$ cat src/hdl/are_pkg.sv
// Package for the ARP resolution engine: word types, action, mode, kind and op codes,
// configuration register indexes. No dependencies.
`timescale 1ns / 1ps
package are_pkg;

  localparam logic [2:0] ACT_NONE    = 3'd0;
  localparam logic [2:0] ACT_SEND    = 3'd1;
  localparam logic [2:0] ACT_REQUEST = 3'd2;
  localparam logic [2:0] ACT_REPLY   = 3'd3;
  localparam logic [2:0] ACT_RELEASE = 3'd4;

  localparam logic [1:0] MODE_ALIVE = 2'd0;
  localparam logic [1:0] MODE_WAIT  = 2'd1;
  localparam logic [1:0] MODE_DEAD  = 2'd2;

  localparam logic [1:0] KIND_TICK   = 2'd0;
  localparam logic [1:0] KIND_LOOKUP = 2'd1;
  localparam logic [1:0] KIND_ARP    = 2'd2;
  localparam logic [1:0] KIND_FLUSH  = 2'd3;

  localparam logic [1:0] OP_REQUEST = 2'd1;
  localparam logic [1:0] OP_REPLY   = 2'd2;

  localparam logic [2:0] REG_OWN_IP  = 3'd0;
  localparam logic [2:0] REG_OWN_MAC = 3'd1;
  localparam logic [2:0] REG_ALIVE   = 3'd2;
  localparam logic [2:0] REG_DEAD    = 3'd3;
  localparam logic [2:0] REG_WAIT    = 3'd4;

  localparam logic [47:0] MAC_BCAST = 48'hFFFF_FFFF_FFFF;

  typedef struct packed {
    logic [1:0]  kind;
    logic [31:0] target_ip;
    logic [15:0] packet_handle;
    logic [1:0]  arp_op;
    logic [31:0] sender_ip;
    logic [47:0] sender_mac;
    logic [47:0] target_mac;
  } in_word_t;

  typedef struct packed {
    logic [2:0]  action;
    logic [31:0] out_ip;
    logic [47:0] out_mac;
    logic [15:0] out_handle;
    logic        dropped_valid;
    logic [15:0] dropped_handle;
  } out_word_t;

  typedef struct packed {
    logic [31:0] own_ip;
    logic [47:0] own_mac;
    logic [31:0] alive_timeout;
    logic [31:0] dead_timeout;
    logic [31:0] wait_timeout;
  } cfg_t;

endpackage

$ cat src/hdl/are_cfg.sv
// APB register file of the ARP resolution engine.
// Depends on are_pkg.
`timescale 1ns / 1ps
module are_cfg (
  input  logic        clk,
  input  logic        rst,
  input  logic        psel,
  input  logic        penable,
  input  logic        pwrite,
  input  logic [5:0]  paddr,
  input  logic [63:0] pwdata,
  output logic [63:0] prdata,
  output logic        pready,
  output are_pkg::cfg_t cfg
);
  logic       wr;
  logic [2:0] idx;

  assign pready = 1'b1;
  assign wr     = psel && penable && pwrite;
  assign idx    = paddr[5:3];

  always_ff @(posedge clk) begin
    if (rst) begin
      cfg.own_ip        <= '0;
      cfg.own_mac       <= '0;
      cfg.alive_timeout <= 32'd1200;
      cfg.dead_timeout  <= 32'd1000;
      cfg.wait_timeout  <= 32'd10;
    end else if (wr) begin
      case (idx)
        are_pkg::REG_OWN_IP:  cfg.own_ip        <= pwdata[31:0];
        are_pkg::REG_OWN_MAC: cfg.own_mac       <= pwdata[47:0];
        are_pkg::REG_ALIVE:   cfg.alive_timeout <= pwdata[31:0];
        are_pkg::REG_DEAD:    cfg.dead_timeout  <= pwdata[31:0];
        are_pkg::REG_WAIT:    cfg.wait_timeout  <= pwdata[31:0];
        default: ;
      endcase
    end
  end

  always_comb begin
    prdata = '0;
    unique case (idx)
      are_pkg::REG_OWN_IP:  prdata = {32'd0, cfg.own_ip};
      are_pkg::REG_OWN_MAC: prdata = {16'd0, cfg.own_mac};
      are_pkg::REG_ALIVE:   prdata = {32'd0, cfg.alive_timeout};
      are_pkg::REG_DEAD:    prdata = {32'd0, cfg.dead_timeout};
      are_pkg::REG_WAIT:    prdata = {32'd0, cfg.wait_timeout};
      default:              prdata = '0;
    endcase
  end
endmodule

$ cat src/hdl/arp_resolution_engine.sv
// ARP resolution engine: a sequencer walks an entry table in memory with one read and one write port.
// Depends on are_pkg and are_cfg.
// Flow: a tick or flush is applied on acceptance and goes straight to the output
// step; a lookup or ARP header passes through SCAN, LAST, DEC and OUT, where SCAN
// walks the entry memory sequentially, one read a cycle, LAST checks the final
// entry and DEC decides and writes the table. One word is worked on at a time;
// the next is accepted while the result waits in the output register. A finished
// word whose result cannot enter the output register waits in the output step
// until it does.
`timescale 1ns / 1ps
module arp_resolution_engine #(
  parameter int TABLE_ENTRIES = 16
) (
  input  logic                 clk,
  input  logic                 rst,
  input  logic                 in_valid,
  output logic                 in_ready,
  input  are_pkg::in_word_t    in_data,
  output logic                 out_valid,
  input  logic                 out_ready,
  output are_pkg::out_word_t   out_data,
  input  logic                 psel,
  input  logic                 penable,
  input  logic                 pwrite,
  input  logic [5:0]           paddr,
  input  logic [63:0]          pwdata,
  output logic [63:0]          prdata,
  output logic                 pready
);
  localparam int IW = (TABLE_ENTRIES > 1) ? $clog2(TABLE_ENTRIES) : 1;

  localparam logic [2:0] ST_IDLE = 3'd0;
  localparam logic [2:0] ST_SCAN = 3'd1;
  localparam logic [2:0] ST_LAST = 3'd2;
  localparam logic [2:0] ST_DEC  = 3'd3;
  localparam logic [2:0] ST_OUT  = 3'd4;

  typedef struct packed {
    logic [31:0] ip;
    logic [47:0] mac;
    logic [1:0]  mode;
    logic [31:0] stamp;
    logic [15:0] held;
  } ent_t;

  are_pkg::cfg_t cfg;

  are_cfg u_cfg (
    .clk(clk), .rst(rst), .psel(psel), .penable(penable), .pwrite(pwrite),
    .paddr(paddr), .pwdata(pwdata), .prdata(prdata), .pready(pready), .cfg(cfg)
  );

  ent_t mem [TABLE_ENTRIES];
  ent_t rd;
  logic [TABLE_ENTRIES-1:0] vld;

  logic [2:0]  state;
  are_pkg::in_word_t cur;
  logic [IW:0] rptr;
  logic [IW-1:0] cidx;
  logic        found, have_free;
  logic [IW-1:0] fidx, freeidx;
  ent_t        fent;
  logic [31:0] now_ticks;
  logic        wr_en;
  logic [IW-1:0] wr_idx;
  ent_t        wr_ent;
  are_pkg::out_word_t res;
  are_pkg::out_word_t result;

  logic        rd_en;
  logic [IW-1:0] rd_idx;
  assign rd_idx = rptr[IW-1:0];

  always_ff @(posedge clk) begin
    if (wr_en) mem[wr_idx] <= wr_ent;
    if (rd_en) rd <= mem[rd_idx];
  end

  assign in_ready = (state == ST_IDLE);
  assign rd_en = (state == ST_SCAN);

  logic [31:0] age, limit;
  logic        expd;
  always_comb begin
    age = now_ticks - fent.stamp;
    unique case (fent.mode)
      are_pkg::MODE_ALIVE: limit = cfg.alive_timeout;
      are_pkg::MODE_WAIT:  limit = cfg.wait_timeout;
      default:             limit = cfg.dead_timeout;
    endcase
    expd = age >= limit;
  end

  logic [31:0] key;
  logic        own_tip;
  assign key = (cur.kind == are_pkg::KIND_LOOKUP) ? cur.target_ip : cur.sender_ip;
  assign own_tip = cur.target_ip == cfg.own_ip;

  always_comb begin
    wr_en  = 1'b0;
    wr_idx = fidx;
    wr_ent = fent;
    res    = '0;
    if (cur.kind == are_pkg::KIND_LOOKUP) begin
      if (!found) begin
        if (!have_free) begin
          res.dropped_valid  = 1'b1;
          res.dropped_handle = cur.packet_handle;
        end else begin
          wr_en = 1'b1;
          wr_idx = freeidx;
          wr_ent = '{cur.target_ip, 48'd0, are_pkg::MODE_WAIT, now_ticks,
                     cur.packet_handle};
          res.action = are_pkg::ACT_REQUEST;
          res.out_ip = cur.target_ip;
          res.out_mac = are_pkg::MAC_BCAST;
        end
      end else if (expd) begin
        wr_en = 1'b1;
        wr_ent.stamp = now_ticks;
        if (fent.mode == are_pkg::MODE_WAIT) begin
          wr_ent.mode = are_pkg::MODE_DEAD;
          res.dropped_valid  = 1'b1;
          res.dropped_handle = cur.packet_handle;
        end else begin
          wr_ent.mode = are_pkg::MODE_WAIT;
          wr_ent.held = cur.packet_handle;
          res.action = are_pkg::ACT_REQUEST;
          res.out_ip = cur.target_ip;
          res.out_mac = are_pkg::MAC_BCAST;
        end
      end else if (fent.mode == are_pkg::MODE_ALIVE) begin
        res.action = are_pkg::ACT_SEND;
        res.out_ip = cur.target_ip;
        res.out_mac = fent.mac;
        res.out_handle = cur.packet_handle;
      end else if (fent.mode == are_pkg::MODE_WAIT) begin
        wr_en = 1'b1;
        wr_ent.held = cur.packet_handle;
        res.dropped_valid  = 1'b1;
        res.dropped_handle = fent.held;
      end else begin
        res.dropped_valid  = 1'b1;
        res.dropped_handle = cur.packet_handle;
      end
    end else if (cur.arp_op == are_pkg::OP_REQUEST && own_tip) begin
      res.action = are_pkg::ACT_REPLY;
      res.out_ip = cur.sender_ip;
      res.out_mac = cur.sender_mac;
    end else if (cur.arp_op == are_pkg::OP_REPLY && own_tip &&
                 cur.target_mac == cfg.own_mac && found &&
                 fent.mode == are_pkg::MODE_WAIT) begin
      wr_en = 1'b1;
      wr_ent.mode = are_pkg::MODE_ALIVE;
      wr_ent.mac = cur.sender_mac;
      wr_ent.stamp = now_ticks;
      res.action = are_pkg::ACT_RELEASE;
      res.out_ip = cur.sender_ip;
      res.out_mac = cur.sender_mac;
      res.out_handle = fent.held;
    end
    if (state != ST_DEC) wr_en = 1'b0;
  end

  always_ff @(posedge clk) begin
    if (rst) begin
      state <= ST_IDLE;
      vld <= '0;
      now_ticks <= '0;
      out_valid <= 1'b0;
      rptr <= '0;
      found <= 1'b0;
      have_free <= 1'b0;
    end else begin
      if (state == ST_OUT) out_valid <= 1'b1;
      else if (out_ready) out_valid <= 1'b0;
      unique case (state)
        ST_IDLE: begin
          if (in_valid && in_ready) begin
            cur <= in_data;
            unique case (in_data.kind)
              are_pkg::KIND_TICK: begin
                now_ticks <= now_ticks + 32'd1;
                result <= '0;
                state <= ST_OUT;
              end
              are_pkg::KIND_FLUSH: begin
                vld <= '0;
                result <= '0;
                state <= ST_OUT;
              end
              default: begin
                rptr <= '0;
                found <= 1'b0;
                have_free <= 1'b0;
                state <= ST_SCAN;
              end
            endcase
          end
        end
        ST_SCAN: begin
          cidx <= rd_idx;
          rptr <= rptr + 1'b1;
          if (rptr == (IW+1)'(TABLE_ENTRIES - 1)) state <= ST_LAST;
          if (rptr != '0) begin
            if (!found && vld[cidx] && rd.ip == key) begin
              found <= 1'b1; fidx <= cidx; fent <= rd;
            end
            if (!have_free && !vld[cidx]) begin
              have_free <= 1'b1; freeidx <= cidx;
            end
          end
        end
        ST_LAST: begin
          if (!found && vld[cidx] && rd.ip == key) begin
            found <= 1'b1; fidx <= cidx; fent <= rd;
          end
          if (!have_free && !vld[cidx]) begin
            have_free <= 1'b1; freeidx <= cidx;
          end
          state <= ST_DEC;
        end
        ST_DEC: begin
          result <= res;
          if (wr_en) vld[wr_idx] <= 1'b1;
          state <= ST_OUT;
        end
        ST_OUT: begin
          if (!out_valid || out_ready) begin
            out_data <= result;
            state <= ST_IDLE;
          end
        end
        default: state <= ST_IDLE;
      endcase
    end
  end

  a_no_accept_busy: assert property (@(posedge clk) disable iff (rst)
    (state != ST_IDLE) |-> !in_ready) else $error("accept while busy");
  a_out_after_out: assert property (@(posedge clk) disable iff (rst)
    (state == ST_OUT) |=> out_valid) else $error("result not presented");
  a_dec_then_out: assert property (@(posedge clk) disable iff (rst)
    (state == ST_DEC) |=> (state == ST_OUT)) else $error("sequence broken");
  a_tick_count: assert property (@(posedge clk) disable iff (rst)
    (in_valid && in_ready && in_data.kind == are_pkg::KIND_TICK) |=>
    (now_ticks == $past(now_ticks) + 32'd1)) else $error("tick lost");
endmodule

$ cat config.mk
export PLATFORM = sky130hd
export DESIGN_NAME = arp_resolution_engine
export DESIGN_NICKNAME = d
export VERILOG_FILES = /design/src/hdl/are_pkg.sv /design/src/hdl/are_cfg.sv /design/src/hdl/arp_resolution_engine.sv
export SDC_FILE = /design/constraint.sdc
export NUM_CORES = 2
export LEC_CHECK = 0
export BUFFER_PORTS_ARGS = -buffer_cell sky130_fd_sc_hd__buf_2
export CORE_MARGIN = 1.5
export CORE_UTILIZATION = 40
export DETAILED_ROUTE_END_ITERATION = 10
export SLEW_MARGIN = 20
export SYNTH_ARGS = -nofsm -noshare
export SYNTH_HDL_FRONTEND = slang
export SYNTH_SLANG_ARGS = --single-unit
$ cat constraint.sdc
create_clock -name clk -period 15.05 [get_ports clk]
set_clock_uncertainty 0.05 [all_clocks]
set_input_delay 2.2575 -clock clk [delete_from_list [all_inputs] [get_ports clk]]
set_output_delay 2.2575 -clock clk [all_outputs]
set_load 0.1 [all_outputs]
* After elaboration in Yosys (flattened, before gate mapping) *
Memories as Yosys holds them, arrays and structs flattened. A register that Yosys moved wholly into a read port is not among the register bits.
Index checks and enable logic that the tools add are counted.

word-level totals
  bits in writable memories = 2080
  bits in read-only memories = 0
  latch bits = 0
  bits in registers = 789
  memories kept = 1
  logic and storage cells = 205

operators by class
  div/mod/pow operators = 0
  equality and inequality tests = 26
  shift-type cells = 0
  bitwise gates (word level) = 2
  order comparisons = 4
  $mul = 0
  reductions and logical operators = 43
  mux-type cells = 87
  add/subtract/negate cells = 3

memories
  name  depth  width  read ports  clocked after Yosys merged registers in  write ports  line                         source
  mem   16     130    1           1                                        1            arp_resolution_engine.sv:53  ent_t mem [TABLE_ENTRIES];

operators with widths
  kind                                            number
  2-to-1 mux 82 bit                               6
  2-to-1 mux 130 bit                              3
  one-hot mux 130 bit (2 select lines)            1
  one-hot mux 48 bit (5 select lines)             1
  2-to-1 mux 116 bit                              2
  one-hot mux 116 bit (2 select lines)            1
  2-to-1 mux 99 bit                               2
  2-to-1 mux 16 bit                               12
  2-to-1 mux 83 bit                               2
  2-to-1 mux 17 bit                               6
  2-to-1 mux 97 bit                               1
  2-to-1 mux 80 bit                               1
  equality test 32 bit                            2
  2-to-1 mux 32 bit                               2
  one-hot mux 32 bit (2 select lines)             1
  2-to-1 mux 50 bit                               1
  equality test 48 bit                            1
  2-to-1 mux 34 bit                               1
  adder 32 x 1 -> 32 bit (second input constant)  1
  >= comparator 32 bit                            1
  one-hot mux 16 bit (2 select lines)             1
  subtractor 32 bit                               1
  2-to-1 mux 4 bit                                7
  2-to-1 mux 1 bit                                21
  other kinds (35)                                87

* Logic depth before layout (Yosys ltp) *
  depth in word-level cells = 11
  mapped depth = 24
  depth with buffers taken out = 21

* By module *
From an unflattened synthesis, not the netlist that was laid out.

second synthesis, totals
  cell total of the unflattened synthesis = 6152
  area, all modules = 118449.9 µm²

modules (own cells, without submodules)
  module                 instances  cells an instance  area each (µm²)
  arp_resolution_engine  1          5238               109937.9
  are_cfg                1          914                8511.9

* Least setup slack after synthesis *
OpenSTA, ideal clock, no wires.

  path kind = input-to-reg
  from = input rst
  to = register fent[0] (netlist bit) (enable)
  library setup time = 0.955 ns
  arrival = 15.192 ns
  cell stages on the path = 4
  path buffers = 1
  path slack = -1.147 ns
  path through = clkbuf_1 nor2_1 o21ai_0 nor4_1

between the ends
  word-level cells in the longest chain between the ends = 2

RTL lines
  what                           line                          source
  start, declared                arp_resolution_engine.sv:15   input logic rst,
  inverter 1 bit (no line)       --
  AND reduction 3 bit (no line)  --
  end signal, assigned           arp_resolution_engine.sv:208  found <= 1'b1; fidx <= cidx; fent <= rd;
  end signal, assigned           arp_resolution_engine.sv:217  found <= 1'b1; fidx <= cidx; fent <= rd;
  end, declared                  arp_resolution_engine.sv:63   ent_t fent;

Every way passes these cells.
A chain may end at the register's enable or synchronous reset.

* Worst setup path in the final report *
  from = register now_ticks[0]
  to = memory mem[10][85] (netlist bit) (enable)

between the ends
  word-level cells in the longest chain between the ends = 8

RTL lines
  what                                    line                          source
  start, declared                         arp_resolution_engine.sv:64   logic [31:0] now_ticks;
  start signal, assigned                  arp_resolution_engine.sv:184  now_ticks <= now_ticks + 32'd1;
  subtractor 32 bit                       arp_resolution_engine.sv:86   age = now_ticks - fent.stamp;
  >= comparator 32 bit                    arp_resolution_engine.sv:92   expd = age >= limit;
  2-to-1 mux 1 bit                        arp_resolution_engine.sv:119  end else if (expd) begin
  2-to-1 mux 1 bit                        arp_resolution_engine.sv:106  if (!found) begin
  2-to-1 mux 1 bit                        arp_resolution_engine.sv:105  if (cur.kind == are_pkg::KIND_LOOKUP) begin
  2-to-1 mux 1 bit                        arp_resolution_engine.sv:163  if (state != ST_DEC) wr_en = 1'b0;
  2-to-1 mux 1 bit                        arp_resolution_engine.sv:76   if (wr_en) mem[wr_idx] <= wr_ent;
  2-to-1 mux 1 bit (implied by the code)  arp_resolution_engine.sv:76
  end, declared                           arp_resolution_engine.sv:53

Every way passes these cells.

==> metrics.json <==
{
  "floorplan": {
    "floorplan.die.width_um": 546,
    "fp-row-count": 199,
    "starting_density": 0.401,
    "core-area_um2": 293000,
    "floorplan.die_area_um2": 298000,
    "floorplan.die.height_um": 546,
    "top_level_ports": 440
  },
  "grt": {
    "number_of_antenna_violations_at_the_first_check_in_global_routing": 14,
    "grt_first_pass_wirelength_um": 455000,
    "grt_remaining_overflow": 0,
    "global_route.usage.total": 0.209,
    "pin_count_of_the_biggest_net_entering_global_routing": 140,
    "first_global_vias": 63200
  },
  "place": {
    "dp.cells": 10500,
    "portBuffers": 403,
    "placement.setup.worst_slack_ns": 6.86,
    "gp_congestion": 0.888,
    "dp_hpwl_um": 175000
  },
  "setup_path": {
    "critical_path.slowest_cell": "nor3_2",
    "worstPathArrival_ns": 8.63,
    "cp-start-kind": "flip-flop",
    "critical_path_peak_fanout": 43,
    "worstSetupPathType": "flip-flop to flip-flop",
    "timing.critical_path.depth": 23,
    "cp-end-kind": "flip-flop",
    "critical_path.n_buffers_inverters": 5,
    "crit_path_cell_trace": "inv_1, ha_1, inv_1, fa_1, a211oi_1, o211ai_1, a211o_1, o21bai_1, a211oi_1, a31o_2, or4b_1, nand3_1, ha_1, a21o_1, a21o_1, a21oi_2, nor2b_2, buf_4, nor2_8, o221ai_4, nor3_2, buf_4, buf_4",
    "worst_ep_required_time_ns": 15.51,
    "cpMostUsedCell": "buf_4",
    "critical_path.max_stage_delay_ns": 0.91,
    "top_delay_family_on_crit_path": "compound AO/OA/AOI/OAI gates",
    "timing.reg2reg.worst_path_depth": 23
  },
  "cts": {
    "clock_tree.buffer_depth": 4,
    "clock_tree_from_tritoncts": "built",
    "worst_setup_hold_path_clk_slew_ns": 0.06,
    "worstSkewPairLatency_ns": 0.93,
    "clk_root_buffer_cell": "clkbuf_16",
    "cts_buffers": 322,
    "htree_levels": 5,
    "numClockSinks": 2999,
    "cts_setup_buffers": 0,
    "cts_resized": 0,
    "cts_hold_buffers": 0
  },
  "power_and_ir_drop": {
    "leakage_power_nw": 42.7,
    "power_density_nw_per_um2": 131,
    "ir_worst_vdd_mv": 0.130
  },
  "route": {
    "drt_first_iter_violations": 7463,
    "drt.antenna.violating_nets": 0,
    "detail_route.drc_violations": 0,
    "wl_per_cell_um": 28.7,
    "vias_per_inst": 5.72,
    "drt-pass1-iter-count": 6,
    "vias_after_detailed_routing": 63300,
    "drt-total-wl_um": 317000
  },
  "sta": {
    "finalCriticalPeriod_ns": 8.17,
    "timing.final.ws_setup_ns": 6.88,
    "fin_setup_tns_ns": 0,
    "finalHoldWorstSlack_ns": 0.350,
    "slew-limit-headroom": 0.219,
    "finalHoldViolations": 0,
    "drv_slew": 0,
    "post-route-period-util": 0.543,
    "timing.fmax_ghz": 0.122,
    "finish_stage_setup_viols": 0,
    "timing_worst_slew_pin_value_ns": 1.16,
    "rsz0062_at_grt": "false"
  },
  "yosys": {
    "ys_warn_count": 0,
    "post_synth_instance_area_um2": 118000,
    "syn_avg_cell_area_um2": 18.6,
    "ys_dominant_reg_cell": "edfxtp_1",
    "synth_edf_count": 2764,
    "synth_cell_types": 76,
    "netlist_instances": 6337,
    "synth_seq_area_share": 0.745,
    "share_of_flip_flops_with_an_asynchronous_set_or_reset_after_synthesis": 0,
    "synth_seq_cells": 2999
  },
  "final_layout": {
    "layoutNonFillerInstCount": 11100,
    "finalNetCount": 7190,
    "fillerInstances": 24700,
    "area_added_between_synthesis_and_finish_pct": 15.0,
    "post_route_cells_drive_above_1_share": 0.255,
    "mostFrequentLayoutCells": "edfxtp_1, mux4_2, nand2_1, a21oi_1, buf_2",
    "most_common_cell_after_layout_fill_and_taps_aside": "edfxtp_1"
  },
  "status": {
    "status": "finished, final reports clean"
  },
  "hold_path": {
    "min_path_cells": 0,
    "worst_hold_path_type": "flip-flop to flip-flop"
  },
  "job": {
    "max_cap_violations": 0
  }
}
## Yosys cell counts (all sizes together), types with 44 or more instances
| master | instances | area, um^2 |
|---|---|---|
| ha | 69 | 863 |
| nand4 | 44 | 275 |
| mux4 | 655 | 14800 |
| inv | 52 | 195 |
| a22oi | 113 | 848 |
| mux2 | 50 | 563 |
| nor2 | 112 | 437 |
| nand2 | 641 | 2410 |
| a32o | 48 | 480 |
| nand3 | 58 | 290 |
| mux2i | 64 | 641 |
| o21ai | 86 | 430 |
| xnor2 | 115 | 1010 |
| buf | 103 | 514 |
| xor2 | 49 | 429 |
| edfxtp | 2764 | 83000 |
| clkbuf | 284 | 1070 |
| dfxtp | 235 | 4700 |
| a21oi | 431 | 2160 |
## cell type report
| cell class | count | area, um^2 | area share |
|---|---|---|---|
| inverters | 52 | 195 | 0.00144 |
| clock inverters | 184 | 1840 | 0.0136 |
| well taps | 3919 | 4900 | 0.0362 |
| diodes | 7 | 17.5 | 0.000129 |
| repair buffers | 574 | 3470 | 0.0256 |
| multi-input cells | 2914 | 28700 | 0.212 |
| flip-flops and latches | 2999 | 87700 | 0.648 |
| clock buffers | 404 | 8620 | 0.0636 |
## per-layer routing
| metal | track usage | wire length [um] |
|---|---|---|
| met5 | 0 | 14 |
| met4 | 0.0618 | 8520 |
| met3 | 0.0291 | 23200 |
| met2 | 0.331 | 150000 |
| met1 | 0.301 | 135000 |
## power breakdown
part | internal (W) | total, W | switching (W)
clock network | 0.00452 | 0.00786 | 0.00333
logic | 0.000266 | 0.000705 | 0.000440
registers | 0.00913 | 0.00920 | 0.0000717
total | 0.0139 | 0.0178 | 0.00384
## registers in the layout (all words and copies together) (netlist names)
name and count:
out_data 116, vld 16, cidx 4, fent 130, fidx 4, state 3
freeidx 4, found 1, cur 180, have_free 1, now_ticks 32, rd 130
result 116, u_cfg.cfg 176, out_valid 1, mem 2080, rptr 5
## kinds of logic (layout without fill, tap and decap cells)
| family | after synthesis | in the layout | share of synthesized area |
|---|---|---|---|
| AOI/OAI and AO/OA | 868 | 868 | 0.0459 |
| xor gates and xnor gates | 164 | 164 | 0.0122 |
| adders and majority gates | 70 | 70 | 0.00750 |
| buffers and inverters | 439 | 1214 | 0.0151 |
| DFF | 2999 | 2999 | 0.745 |
| muxes | 769 | 769 | 0.136 |
| other | 2 | 24 | 0.0000638 |
| and+or+nand+nor | 1026 | 1026 | 0.0387 |
## per-stage QoR
| stage | total power, W | utilization | cell area (um^2) |
|---|---|---|---|
| 2_1_floorplan | 0.00986 | - | 118000 |
| 3_3_place_gp | 0.0101 | 0.426 | 125000 |
| 3_5_place_dp | 0.0101 | 0.426 | 125000 |
| 4_1_cts | 0.0179 | 0.461 | 135000 |
| 5_1_grt | 0.0183 | 0.462 | 135000 |
| 6_report | 0.0178 | 0.462 | 135000 |
## path summary, 6_finish.rpt
kind	end	slack, ns	startpoint
worst max register to register	mem[10][85]	6.88	now_ticks[0]
worst max-delay path	mem[10][85]	6.88	now_ticks[0]
worst min register to register	fent[2]	0.35	rd[2]
worst min-delay path	fent[2]	0.35	rd[2]
No activity file was read; power rests on OpenSTA's default activity.
